==> src/hdl/ble_pkg.sv <==
// Package: shared constants, lookup tables and controller/datapath structs for the level estimator.
`timescale 1ns / 1ps
package ble_pkg;

  localparam int AVG_DEPTH    = 6;
  localparam int TABLE_POINTS = 8;

  localparam int MV_W   = 16;
  localparam int CHG_W  = 2;
  localparam int PCT_W  = 7;
  localparam int PTR_W  = (AVG_DEPTH > 1) ? $clog2(AVG_DEPTH) : 1;
  localparam int SUM_W  = MV_W + $clog2(AVG_DEPTH + 1);
  localparam int TIDX_W = $clog2(TABLE_POINTS);
  localparam int K_W    = $clog2(TABLE_POINTS + 1);
  localparam int V10_W  = MV_W + 4;
  // widest gap between neighboring table points fits here
  localparam int DEN_W  = 11;
  localparam int NUM_W  = DEN_W + PCT_W;
  localparam int DIV_W  = NUM_W;

  // sum / AVG_DEPTH as (sum * AVG_RCP) >> RCP_SH, exact for every sum below 2**SUM_W
  localparam int RCP_SH = SUM_W + $clog2(AVG_DEPTH);
  localparam int RCP_W  = SUM_W + 1;
  localparam int PROD_W = SUM_W + RCP_W;
  localparam logic [RCP_W-1:0] AVG_RCP = RCP_W'((2**RCP_SH + AVG_DEPTH - 1) / AVG_DEPTH);

  localparam logic [CHG_W-1:0] CHG_IDLE = 2'd0;
  localparam logic [CHG_W-1:0] CHG_ON   = 2'd1;
  localparam logic [CHG_W-1:0] CHG_DONE = 2'd2;

  localparam logic [PCT_W-1:0] PCT_FULL = 7'd100;
  localparam logic [PCT_W-1:0] PCT_NONE = 7'd0;

  // table voltages in tenths of a millivolt, highest first
  function automatic logic [MV_W-1:0] volt_tenths(input logic [TIDX_W-1:0] k);
    logic [MV_W-1:0] v;
    case (k)
      3'd0:    v = 16'd41422;
      3'd1:    v = 16'd40112;
      3'd2:    v = 16'd39129;
      3'd3:    v = 16'd38310;
      3'd4:    v = 16'd37749;
      3'd5:    v = 16'd37344;
      3'd6:    v = 16'd36884;
      default: v = 16'd36053;
    endcase
    return v;
  endfunction

  function automatic logic [PCT_W-1:0] pct_point(input logic [TIDX_W-1:0] k);
    logic [PCT_W-1:0] p;
    case (k)
      3'd0:    p = 7'd100;
      3'd1:    p = 7'd86;
      3'd2:    p = 7'd72;
      3'd3:    p = 7'd58;
      3'd4:    p = 7'd43;
      3'd5:    p = 7'd29;
      3'd6:    p = 7'd15;
      default: p = 7'd1;
    endcase
    return p;
  endfunction

  typedef struct packed {
    logic load;      // capture the input beat
    logic ring_upd;  // ring write / refill / clear, first voltage
    logic acc_add;   // add one ring entry to the sum
    logic avg_go;    // multiply the sum by the depth reciprocal
    logic avg_take;  // take the scaled product as the average
    logic adjust;    // subtract the charging offset
    logic lookup;    // find the table segment
    logic mul;       // offset into segment times percent step
    logic pct_go;    // start divider on the interpolation
    logic pct_take;  // add the interpolated part
    logic out_load;  // move the result into the output register
  } ble_cmd_t;

  typedef struct packed {
    logic avg_needed;
    logic sum_last;
    logic div_done;
    logic interp;
  } ble_sts_t;

endpackage

==> src/hdl/ble_div.sv <==
// Restoring divider, one quotient bit per cycle.
`timescale 1ns / 1ps
module ble_div (
  input  logic                     clk,
  input  logic                     rst_n,
  input  logic                     start,
  input  logic [ble_pkg::DIV_W-1:0] dividend,
  input  logic [ble_pkg::DEN_W-1:0] divisor,
  output logic [ble_pkg::DIV_W-1:0] quotient,
  output logic                     done
);
  import ble_pkg::*;

  localparam int CNT_W = $clog2(DIV_W + 1);

  logic [DIV_W-1:0] quo_r, quo_nxt;
  logic [DEN_W-1:0] rem_r, rem_nxt;
  logic [DEN_W-1:0] den_r;
  logic [CNT_W-1:0] cnt_r;
  logic             busy_r;
  logic             done_r;
  logic [DEN_W:0]   rem_sh;
  logic [DEN_W:0]   trial;

  always_comb begin
    rem_sh = {rem_r, quo_r[DIV_W-1]};
    trial  = rem_sh - {1'b0, den_r};
    if (!trial[DEN_W]) begin
      rem_nxt = trial[DEN_W-1:0];
      quo_nxt = {quo_r[DIV_W-2:0], 1'b1};
    end else begin
      rem_nxt = rem_sh[DEN_W-1:0];
      quo_nxt = {quo_r[DIV_W-2:0], 1'b0};
    end
  end

  always_ff @(posedge clk) begin
    if (!rst_n) begin
      busy_r <= 1'b0;
      done_r <= 1'b0;
      cnt_r  <= '0;
    end else begin
      done_r <= 1'b0;
      if (start) begin
        busy_r <= 1'b1;
        cnt_r  <= '0;
      end else if (busy_r) begin
        cnt_r <= cnt_r + 1'b1;
        if (cnt_r == CNT_W'(DIV_W - 1)) begin
          busy_r <= 1'b0;
          done_r <= 1'b1;
        end
      end
    end
  end

  always_ff @(posedge clk) begin
    if (start) begin
      quo_r <= dividend;
      rem_r <= '0;
      den_r <= divisor;
    end else if (busy_r) begin
      quo_r <= quo_nxt;
      rem_r <= rem_nxt;
    end
  end

  assign quotient = quo_r;
  assign done     = done_r;

endmodule

==> src/hdl/ble_dp.sv <==
// Datapath: sample ring, sum, reciprocal average, offset and table interpolation.
`timescale 1ns / 1ps
module ble_dp (
  input  logic                      clk,
  input  logic                      rst_n,
  input  logic [ble_pkg::MV_W-1:0]  sample_mv,
  input  logic [ble_pkg::CHG_W-1:0] charge_state,
  input  logic [ble_pkg::MV_W-1:0]  adjust_mv,
  input  ble_pkg::ble_cmd_t         cmd,
  output ble_pkg::ble_sts_t         sts,
  output logic [ble_pkg::MV_W-1:0]  voltage_mv,
  output logic [ble_pkg::PCT_W-1:0] percent
);
  import ble_pkg::*;

  logic [MV_W-1:0]  ring_r [AVG_DEPTH];
  logic [PTR_W-1:0] ptr_r;
  logic [PTR_W-1:0] idx_r;

  logic [MV_W-1:0]   sample_r;
  logic [CHG_W-1:0]  chg_r;
  logic [MV_W-1:0]   adj_r;
  logic [SUM_W-1:0]  acc_r;
  logic [PROD_W-1:0] avg_prod_r;
  logic [MV_W-1:0]   volt_r;
  logic [K_W-1:0]    k_r;
  logic [DEN_W-1:0]  diff_r;
  logic [NUM_W-1:0]  num_r;
  logic [PCT_W-1:0]  pct_r;
  logic [MV_W-1:0]   out_volt_r;
  logic [PCT_W-1:0]  out_pct_r;

  logic [V10_W-1:0]  v10;
  logic [K_W-1:0]    k_sel;
  logic [TIDX_W-1:0] k_t;
  logic [V10_W-1:0]  diff_full;
  logic [TIDX_W-1:0] kr_t;
  logic [PCT_W-1:0]  dp_step;
  logic [TIDX_W-1:0] kr_prev;
  logic [MV_W-1:0]   dv_full;
  logic [DIV_W-1:0]  div_dividend;
  logic [DEN_W-1:0]  div_divisor;
  logic [DIV_W-1:0]  div_q;
  logic              div_done;

  ble_div u_div (
    .clk      (clk),
    .rst_n    (rst_n),
    .start    (cmd.pct_go),
    .dividend (div_dividend),
    .divisor  (div_divisor),
    .quotient (div_q),
    .done     (div_done)
  );

  // segment search: first table point at or below the voltage
  always_comb begin
    v10   = V10_W'({volt_r, 3'b000}) + V10_W'({volt_r, 1'b0});
    k_sel = K_W'(TABLE_POINTS);
    for (int i = TABLE_POINTS - 1; i >= 0; i--) begin
      if (v10 >= V10_W'(volt_tenths(TIDX_W'(i)))) k_sel = K_W'(i);
    end
    k_t       = k_sel[TIDX_W-1:0];
    diff_full = v10 - V10_W'(volt_tenths(k_t));
  end

  always_comb begin
    kr_t         = k_r[TIDX_W-1:0];
    kr_prev      = kr_t - 1'b1;
    dp_step      = pct_point(kr_prev) - pct_point(kr_t);
    dv_full      = volt_tenths(kr_prev) - volt_tenths(kr_t);
    div_dividend = num_r;
    div_divisor  = dv_full[DEN_W-1:0];
  end

  // ring state
  always_ff @(posedge clk) begin
    if (!rst_n) begin
      for (int i = 0; i < AVG_DEPTH; i++) ring_r[i] <= '0;
      ptr_r <= '0;
    end else if (cmd.ring_upd) begin
      if (chg_r == CHG_IDLE) begin
        ring_r[0] <= '0;
      end else if (ring_r[0] == '0) begin
        for (int i = 0; i < AVG_DEPTH; i++) ring_r[i] <= sample_r;
        ptr_r <= '0;
      end else begin
        ring_r[ptr_r] <= sample_r;
        ptr_r <= (ptr_r == PTR_W'(AVG_DEPTH - 1)) ? '0 : ptr_r + 1'b1;
      end
    end
  end

  always_ff @(posedge clk) begin
    if (cmd.load) begin
      sample_r <= sample_mv;
      chg_r    <= charge_state;
      adj_r    <= adjust_mv;
    end
    if (cmd.ring_upd) begin
      volt_r <= sample_r;
      acc_r  <= '0;
      idx_r  <= '0;
    end
    if (cmd.acc_add) begin
      acc_r <= acc_r + SUM_W'(ring_r[idx_r]);
      idx_r <= idx_r + 1'b1;
    end
    if (cmd.avg_go) avg_prod_r <= PROD_W'(acc_r) * PROD_W'(AVG_RCP);
    if (cmd.avg_take) volt_r <= avg_prod_r[RCP_SH +: MV_W];
    if (cmd.adjust && chg_r != CHG_IDLE) begin
      volt_r <= (volt_r > adj_r) ? volt_r - adj_r : '0;
    end
    if (cmd.lookup) begin
      k_r    <= k_sel;
      diff_r <= diff_full[DEN_W-1:0];
      if (chg_r == CHG_DONE || k_sel == '0) pct_r <= PCT_FULL;
      else if (k_sel == K_W'(TABLE_POINTS)) pct_r <= PCT_NONE;
      else pct_r <= pct_point(k_t);
    end
    if (cmd.mul) num_r <= NUM_W'(diff_r) * NUM_W'(dp_step);
    if (cmd.pct_take) pct_r <= pct_r + div_q[PCT_W-1:0];
    if (cmd.out_load) begin
      out_volt_r <= volt_r;
      out_pct_r  <= pct_r;
    end
  end

  always_comb begin
    sts.avg_needed = (chg_r != CHG_IDLE) && (ring_r[0] != '0);
    sts.sum_last   = (idx_r == PTR_W'(AVG_DEPTH - 1));
    sts.div_done   = div_done;
    sts.interp     = (chg_r != CHG_DONE) && (k_r != '0) && (k_r != K_W'(TABLE_POINTS));
  end

  assign voltage_mv = out_volt_r;
  assign percent    = out_pct_r;

endmodule

==> src/hdl/ble_ctrl.sv <==
// Controller: sequences one item through the datapath and owns both handshakes.
`timescale 1ns / 1ps
module ble_ctrl (
  input  logic              clk,
  input  logic              rst_n,
  input  logic              in_valid,
  output logic              in_ready,
  output logic              out_valid,
  input  logic              out_ready,
  input  ble_pkg::ble_sts_t sts,
  output ble_pkg::ble_cmd_t cmd
);
  import ble_pkg::*;

  typedef enum logic [3:0] {
    S_IDLE, S_UPDATE, S_SUM, S_AVG_GO, S_AVG_WAIT, S_ADJUST,
    S_LOOKUP, S_MUL, S_PCT_GO, S_PCT_WAIT, S_FINISH
  } state_t;

  state_t state_r, state_nxt;
  logic   out_valid_r, out_valid_nxt;

  always_comb begin
    state_nxt     = state_r;
    out_valid_nxt = out_valid_r;
    cmd           = '0;
    if (out_valid_r && out_ready) out_valid_nxt = 1'b0;
    unique case (state_r)
      S_IDLE: begin
        if (in_valid) begin
          cmd.load  = 1'b1;
          state_nxt = S_UPDATE;
        end
      end
      S_UPDATE: begin
        cmd.ring_upd = 1'b1;
        state_nxt    = sts.avg_needed ? S_SUM : S_ADJUST;
      end
      S_SUM: begin
        cmd.acc_add = 1'b1;
        if (sts.sum_last) state_nxt = S_AVG_GO;
      end
      S_AVG_GO: begin
        cmd.avg_go = 1'b1;
        state_nxt  = S_AVG_WAIT;
      end
      S_AVG_WAIT: begin
        cmd.avg_take = 1'b1;
        state_nxt    = S_ADJUST;
      end
      S_ADJUST: begin
        cmd.adjust = 1'b1;
        state_nxt  = S_LOOKUP;
      end
      S_LOOKUP: begin
        cmd.lookup = 1'b1;
        state_nxt  = S_MUL;
      end
      S_MUL: begin
        cmd.mul   = 1'b1;
        state_nxt = sts.interp ? S_PCT_GO : S_FINISH;
      end
      S_PCT_GO: begin
        cmd.pct_go = 1'b1;
        state_nxt  = S_PCT_WAIT;
      end
      S_PCT_WAIT: begin
        if (sts.div_done) begin
          cmd.pct_take = 1'b1;
          state_nxt    = S_FINISH;
        end
      end
      S_FINISH: begin
        if (!out_valid_r || out_ready) begin
          cmd.out_load  = 1'b1;
          out_valid_nxt = 1'b1;
          state_nxt     = S_IDLE;
        end
      end
      default: state_nxt = S_IDLE;
    endcase
  end

  always_ff @(posedge clk) begin
    if (!rst_n) begin
      state_r     <= S_IDLE;
      out_valid_r <= 1'b0;
    end else begin
      state_r     <= state_nxt;
      out_valid_r <= out_valid_nxt;
    end
  end

  assign in_ready  = (state_r == S_IDLE);
  assign out_valid = out_valid_r;

endmodule

==> src/hdl/battery_level_estimator.sv <==
// Top level: battery voltage smoothing and charge-level estimate.
// Steps from the accepting edge to out_tvalid: update, adjust, lookup, multiply, finish
// when the ring is refilled or the charger is idle; averaging adds sum and reciprocal
// multiply and take after update; interpolation adds start, bit-serial divide and done.
// One item at a time; the next beat is taken in the cycle after the result loads.
// Reset (synchronous, rst_n low): ring entries and write pointer cleared, no result held.
`timescale 1ns / 1ps
module battery_level_estimator (
  input  logic        clk,
  input  logic        rst_n,
  // input beat
  input  logic        in_tvalid,
  output logic        in_tready,
  input  logic [39:0] in_tdata,   // [15:0] sample_mv, [17:16] charge_state,
                                  // [33:18] adjust_mv, [39:34] zero
  // result beat
  output logic        out_tvalid,
  input  logic        out_tready,
  output logic [23:0] out_tdata   // [15:0] voltage_mv, [22:16] percent, [23] zero
);
  import ble_pkg::*;

  ble_cmd_t         cmd;
  ble_sts_t         sts;
  logic [MV_W-1:0]  voltage_mv;
  logic [PCT_W-1:0] percent;

  // The controller walks each beat through update, optional sum and average,
  // offset, segment search and optional interpolation divide.
  ble_ctrl u_ctrl (
    .clk       (clk),
    .rst_n     (rst_n),
    .in_valid  (in_tvalid),
    .in_ready  (in_tready),
    .out_valid (out_tvalid),
    .out_ready (out_tready),
    .sts       (sts),
    .cmd       (cmd)
  );

  // Datapath holds the ring, the divider and the output register; the
  // output register lets a finished beat wait while the next input is taken.
  ble_dp u_dp (
    .clk          (clk),
    .rst_n        (rst_n),
    .sample_mv    (in_tdata[15:0]),
    .charge_state (in_tdata[17:16]),
    .adjust_mv    (in_tdata[33:18]),
    .cmd          (cmd),
    .sts          (sts),
    .voltage_mv   (voltage_mv),
    .percent      (percent)
  );

  assign out_tdata = {1'b0, percent, voltage_mv};

endmodule

==> config.mk <==
export PLATFORM = sky130hd
export DESIGN_NAME = battery_level_estimator
export DESIGN_NICKNAME = d
export VERILOG_FILES = /design/src/hdl/ble_pkg.sv /design/src/hdl/ble_div.sv /design/src/hdl/ble_dp.sv /design/src/hdl/ble_ctrl.sv /design/src/hdl/battery_level_estimator.sv
export SDC_FILE = /design/constraint.sdc
export NUM_CORES = 1
export LEC_CHECK = 0
export ABC_AREA = 1
export BUFFER_PORTS_ARGS = -buffer_cell sky130_fd_sc_hd__buf_2
export CAP_MARGIN = 20
export CORE_MARGIN = 3
export CORE_UTILIZATION = 60
export CTS_CLUSTER_SIZE = 25
export DETAILED_ROUTE_END_ITERATION = 10
export PLACE_DENSITY = 0.77
export RECOVER_POWER = 25
export SLEW_MARGIN = 15
export SYNTH_ARGS = -nofsm -noshare
export SYNTH_HDL_FRONTEND = slang
export SYNTH_HIERARCHICAL = 1
export SYNTH_SLANG_ARGS = --single-unit
==> constraint.sdc <==
create_clock -name clk -period 10.54 [get_ports clk]
set_input_delay 1.054 -clock clk [delete_from_list [all_inputs] [get_ports clk]]
set_output_delay 1.054 -clock clk [all_outputs]
set_load 0.005 [all_outputs]
### Word-level counts from Yosys, hierarchy flattened

Memory sizes are Yosys's and may differ from the RTL's. A register that Yosys moved wholly into a read port is not among the register bits.
Index checks and enable logic that the tools add are counted.

* order comparisons: 9
* add/sub/neg operators: 12
* multiplexer cells: 86
* reduce and logical (&&, ||, !) cells: 27
* divide/modulo/power cells: 0
* shift-type cells: 0
* eq/ne operators: 39
* $mul: 2
* bitwise logic cells: 10

Operator list (number)
* case mux 11 bit (7 select lines): 3
* 2-to-1 mux 16 bit: 12
* >= comparator 20 x 16 -> 1 bit, second input constant: 8
* case mux 7 bit (7 select lines): 3
* 2-to-1 mux 4 bit: 12
* case mux 4 bit (11 select lines): 1
* multiplier 19 x 20 -> 38 bit, second input constant: 1
* 2-to-1 mux 1 bit: 38
* 2-to-1 mux 19 bit: 2
* 2-to-1 mux 18 bit: 2
* equality test 3 bit, second input constant: 11
* 2-to-1 mux 7 bit: 4
* subtractor 11 bit: 2
* 2-to-1 mux 3 bit: 7
* adder 19 x 17 -> 20 bit: 1
* adder 19 x 16 -> 19 bit: 1
* equality test 3 x 2 -> 1 bit, second input constant: 6
* multiplier 11 x 7 -> 18 bit: 1
* equality test 4 x 3 -> 1 bit, second input constant: 4
* equality test 4 bit, second input constant: 4
* > comparator 16 bit: 1
* zero test 16 bit: 1
* nonzero test 16 bit: 1
* OR reduction 16 bit: 1
* other kinds (32): 58

* bits in latches: 0
* ROM bits: 0
* logic and storage cells: 208
* RAM bits: 96
* register bits after elaboration: 228
* output and inout port bits: 26
* memories kept: 1

Memories
* u_dp.ring_r: depth 6, bits a word 16, read ports 2, clocked after memory_dff 1, write ports 6, RTL line ble_dp.sv:16 `logic [MV_W-1:0] ring_r [AVG_DEPTH];`

### Logic depth before layout (Yosys ltp)

* word-level depth: 16
* mapped depth: 45
* depth with buffers taken out: 45

### Hierarchy

Netlist, hierarchy kept.

Modules (own cells, without submodules)
* ble_dp: times used 1, area an instance 23122.2 µm², cells an instance 2555
* ble_div: times used 1, area an instance 2681.3 µm², cells an instance 330
* ble_ctrl: times used 1, area an instance 442.9 µm², cells an instance 83
* battery_level_estimator: times used 1, area an instance 11.3 µm², cells an instance 2

### Worst setup path before layout

Ideal clock, no wire load.

* path kind: flip-flop to flip-flop
* from: register u_dp.k_r[0]
* to: register u_dp.num_r[17] (netlist: u_dp/div_dividend[17]) (data pin)
* path buffers: 0
* arrival: 6.901 ns
* setup slack: 3.386 ns
* setup time: 0.252 ns
* period minus slack after synthesis: 7.154 ns
* required time: 10.288 ns
* cell stages (with the launch flop): 43
* path through: edfxtp_1 -> clkinv_1 -> ha_1 -> nand2_1 -> inv_1 -> nor3_1 -> nand2_1 -> nor2_1 -> inv_1 -> nand4_1 -> nand3_1 -> ha_1 -> o21ai_1 -> nand2_1 -> nand2_1 -> nand2_1 -> nand2_1 -> nand2_1 -> [7 not listed] -> fa_1 -> fa_1 -> inv_1 -> fa_1 -> ha_1 -> nand2_1 -> o21ai_0 -> a21oi_1 -> o21ai_0 -> a21oi_1 -> o21bai_1 -> a21oi_1 -> o21bai_1 -> nand3_1 -> nand2_1 -> nand2_1 -> nand3b_1 -> nand2_1

* word-level cells in the longest chain between the ends: 5
* elaborated cells on any way between the ends: 19
* those cells by class: add/sub (2); mul (1); eq/ne (12); mux (2); reduce/logical (2)

Ends and longest elaborated chain
* from (decl): RTL line ble_dp.sv:26 `logic [K_W-1:0] k_r;`
* from (signal assigned): RTL line ble_dp.sv:115 `k_r <= k_sel;`
* subtractor 3 x 1 -> 3 bit: RTL line ble_dp.sv:69 `kr_prev = kr_t - 1'b1;`
* equality test 3 bit, or another cell as far along: RTL line ble_pkg.sv:52 `case (k)`
* case mux 7 bit (7 select lines): RTL line ble_pkg.sv:52
* subtractor 7 bit *: RTL line ble_dp.sv:70 `dp_step = pct_point(kr_prev) - pct_point(kr_t);`
* multiplier 11 x 7 -> 18 bit *: RTL line ble_dp.sv:121 `if (cmd.mul) num_r <= NUM_W'(diff_r) * NUM_W'(dp_step);`
* to (signal assigned): RTL line ble_dp.sv:121
* to (decl): RTL line ble_dp.sv:28 `logic [NUM_W-1:0] num_r;`

Every way passes the cells marked *; elsewhere a longest branch is shown, timed or not.
A chain may end at the register's enable or synchronous reset.

### Worst setup path after layout

Same ends and word-level chain as after synthesis.

==> metrics.txt <==
pin count of the biggest net entering global routing 75; Die Span Y 215 um; Post-CTS Setup Bufs 0; Arr. time, crit path roughly 8.8 ns; Die Area roughly 46000 um^2; GRT Total Usage ~27%; Max-cap violations 2; fin crit share between 80% and 90%; IO Pins 70; hpwl dp between 40000 and 50000 um; Vias 20301; outcome finished with violations; layout cell share with drive strength beyond 1 under 10%; final WL about 62000 um; first-pass GRT wire length about 100000 um; worst-skew pair later-pin latency 0.57 ns; largest area contributor in the netlist edfxtp_1; setup TNS 0 ns; vias in the first global route ~20000; Routed Antenna Nets 0; Slowest-stage cell, CP ha_1; Cell Rows 76; CP max stage delay around 0.56 ns; ant diodes 0; Via density 5.56; Syn Area/Cell between 8 and 9 um^2; Tmin final 8.44 ns; EDFF count, synth between 300 and 400; drt drc 0; Sink Count between 300 and 400; post-synth cell types 63; #FFs+latches synth between 300 and 400; WL/cell about 17 um; Slew headroom -37.3%; failing checks max-capacitance violations, max-slew violations; Placed Area 27200 um^2; CTS max path bufs 3; fmax roughly 0.12 GHz; fin nets 3491; critical path's most frequent cell nand2_1; CP Launch Type flop; Final Hold Viols 0; WS Path Type reg2reg; Final Slew Violations slightly below 70; RSZ-0062 raised after global routing false; post-synth design cell area about 26000 um^2; delay-heaviest family, CP adder cells; fin area about 28000 um^2; TritonCTS Buffers 39; Worst Skew 0.0318 ns; die width 215 um; Worst Path Buf+Inv 6; measured slew at the worst slew-check pin ~2.1 ns; sequential area share after synthesis a little under two fifths; crit path capture type flop; Root Buffer clkbuf_16; Layout area overhead 8.00%; Synth Instances 2970; total core area between 40000 and 50000 um^2; total global routing overflow 0; Mapped Nets about 3400; Hold-fix buffers, CTS 0; Initial Utilization a little over 60%; area share of the largest cell type after synthesis between 30% and 40%; post-synthesis async set-or-reset flop share 0%; Detailed Route Iter0 Violations around 1700; initial antenna violation count 0; CTS tree yes; Clk pin slew, worst setup/hold paths about 0.060 ns; synth top area cells edfxtp_1 (35%), ha_1 (12%), fa_1 (12%); maximum fanout along the worst path 16; CTS resizes 0; synth warn 6; r2r setup slk roughly 2.1 ns; Hold Path Class reg2reg; setup violators final 0; Synth Flop Type edfxtp_1; GPL Wtd Cong 0.913; CP required about 11 ns; drt pass-1 iters 6; CTS HTree Levels 2; port buffer count just over 60
cells in the final DEF, fill, tap and decap left out, types with 9 or more instances in the layout:
cell and n:
clkinv_1 9, edfxtp_1 307, nor3_1 22, clkbuf_16 39, fa_1 152, clkbuf_1 15, nand2_2 37, o21ai_0 154
o22ai_1 18, nand3b_1 17, xor2_1 54, o211ai_1 11, nand3_2 10, ha_1 261, xnor2_1 22, dfxtp_1 29
a21oi_1 158, inv_1 534, nand2_1 546, nand4_1 24, o21bai_1 11, nand3_1 76, nor2_1 340, buf_2 58
inv_2 18, a31oi_1 23
layout make-up:
type / count / area [um^2]
well taps: 585 / 732
flip-flops and latches: 336 / 9800
clock buffers: 46 / 1000
inverters: 556 / 2090
fillers: 3524 / 14800
multi-input cells: 2027 / 14100
repair buffers: 74 / 380
clock inverters: 24 / 226
through the flow:
stage / hold WS, ns / instances / setup slack (ns) / util (%)
finish: 0.470 / 3648 / 2.10 / 65.7
global route: 0.481 / 3648 / 1.22 / 65.7
CTS: 0.473 / 3647 / 2.11 / 65.7
detailed placement: 0.447 / 3577 / 2.11 / 62.9
global placement: 0.443 / 3577 / 2.33 / 62.9
floorplan: 0.433 / 2970 / 3.39 / -
kinds of logic after synthesis:
family	Yosys count	share of synthesized area (%)
simple gates	1112	18.1
other cells	1	0.0143
fa+ha+maj	413	24.0
buf+inv	607	8.87
flops	336	37.3
compound gates	425	9.09
xor+xnor	76	2.53
per-layer routing:
metal / part of all wire, % / track usage, % / vias to the layer above
met5: 0 / 0 / -
met4: 2.8 / 8.28 / 0
met3: 6.3 / 3.48 / 108
met2: 48 / 46.2 / 693
met1: 43 / 36.4 / 9695
li1: - / - / 9805
worst reg2reg max path, delay by kind of cell, from the launching register on:
kind,cells,cell delay [ns]
simple gates,20,2.30
flops,1,0.42
fa+ha+maj,7,3.14
buf+inv,6,0.73
compound gates,9,1.61
registers in the layout, summed over array words and instances (netlist names), 2 cells and up, named ones only:
name and flops:
u_dp/percent 7, u_dp/adj_r 16, u_dp/ptr_r 3, u_dp/avg_prod_r 16, u_dp/u_div/rem_r 11, u_dp/u_div/cnt_r 5
u_dp/idx_r 3, u_dp/u_div/quotient 18, u_dp/pct_r 7, u_dp/u_div/den_r 11, u_dp/sample_r 16, u_dp/voltage_mv 16
u_dp/volt_r 16, u_ctrl/state_r 4, u_dp/acc_r 19, u_dp/ring_r 128, u_dp/div_dividend 18, u_dp/k_r 3
u_dp/diff_r 11, u_dp/chg_r 2
synthesized netlist by cell type (4+ instances only):
master,number
nor2_2,8
nand2_4,4
a21oi_2,5
dfxtp_1,29
a21oi_1,158
fa_1,152
a21o_1,5
nor4_1,4
edfxtp_1,307
xnor2_1,22
nand3b_1,17
nand2_1,546
clkbuf_1,42
nor2_4,6
buf_4,5
o221ai_1,4
nand4_1,24
a31oi_1,23
nand3_1,76
nand3_2,10
or2_2,5
o21a_1,6
nand2_2,37
nor3b_1,4
ha_1,261
inv_2,20
o21bai_1,11
o211ai_1,11
o21ai_0,153
o22ai_1,18
xor2_1,54
nor2_1,338
inv_1,533
o21ai_1,9
nor3_1,23
path summary, 6_finish.rpt:
kind	startpoint	endpoint	cells past startpoint
setup / recovery	u_dp/k_r[0]$_DFFE_PP_	u_dp/div_dividend[17]$_DFFE_PP_	42
hold / removal	u_dp/u_div/rem_r[5]$_SDFFE_PP0P_	u_dp/u_div/rem_r[5]$_SDFFE_PP0P_	2
setup reg to reg	u_dp/k_r[0]$_DFFE_PP_	u_dp/div_dividend[17]$_DFFE_PP_	42
hold reg to reg	u_dp/u_div/rem_r[5]$_SDFFE_PP0P_	u_dp/u_div/rem_r[5]$_SDFFE_PP0P_	2
Power is not shown: default switching activity piles up to over one toggle a cycle in this logic, so the estimate is an artifact.
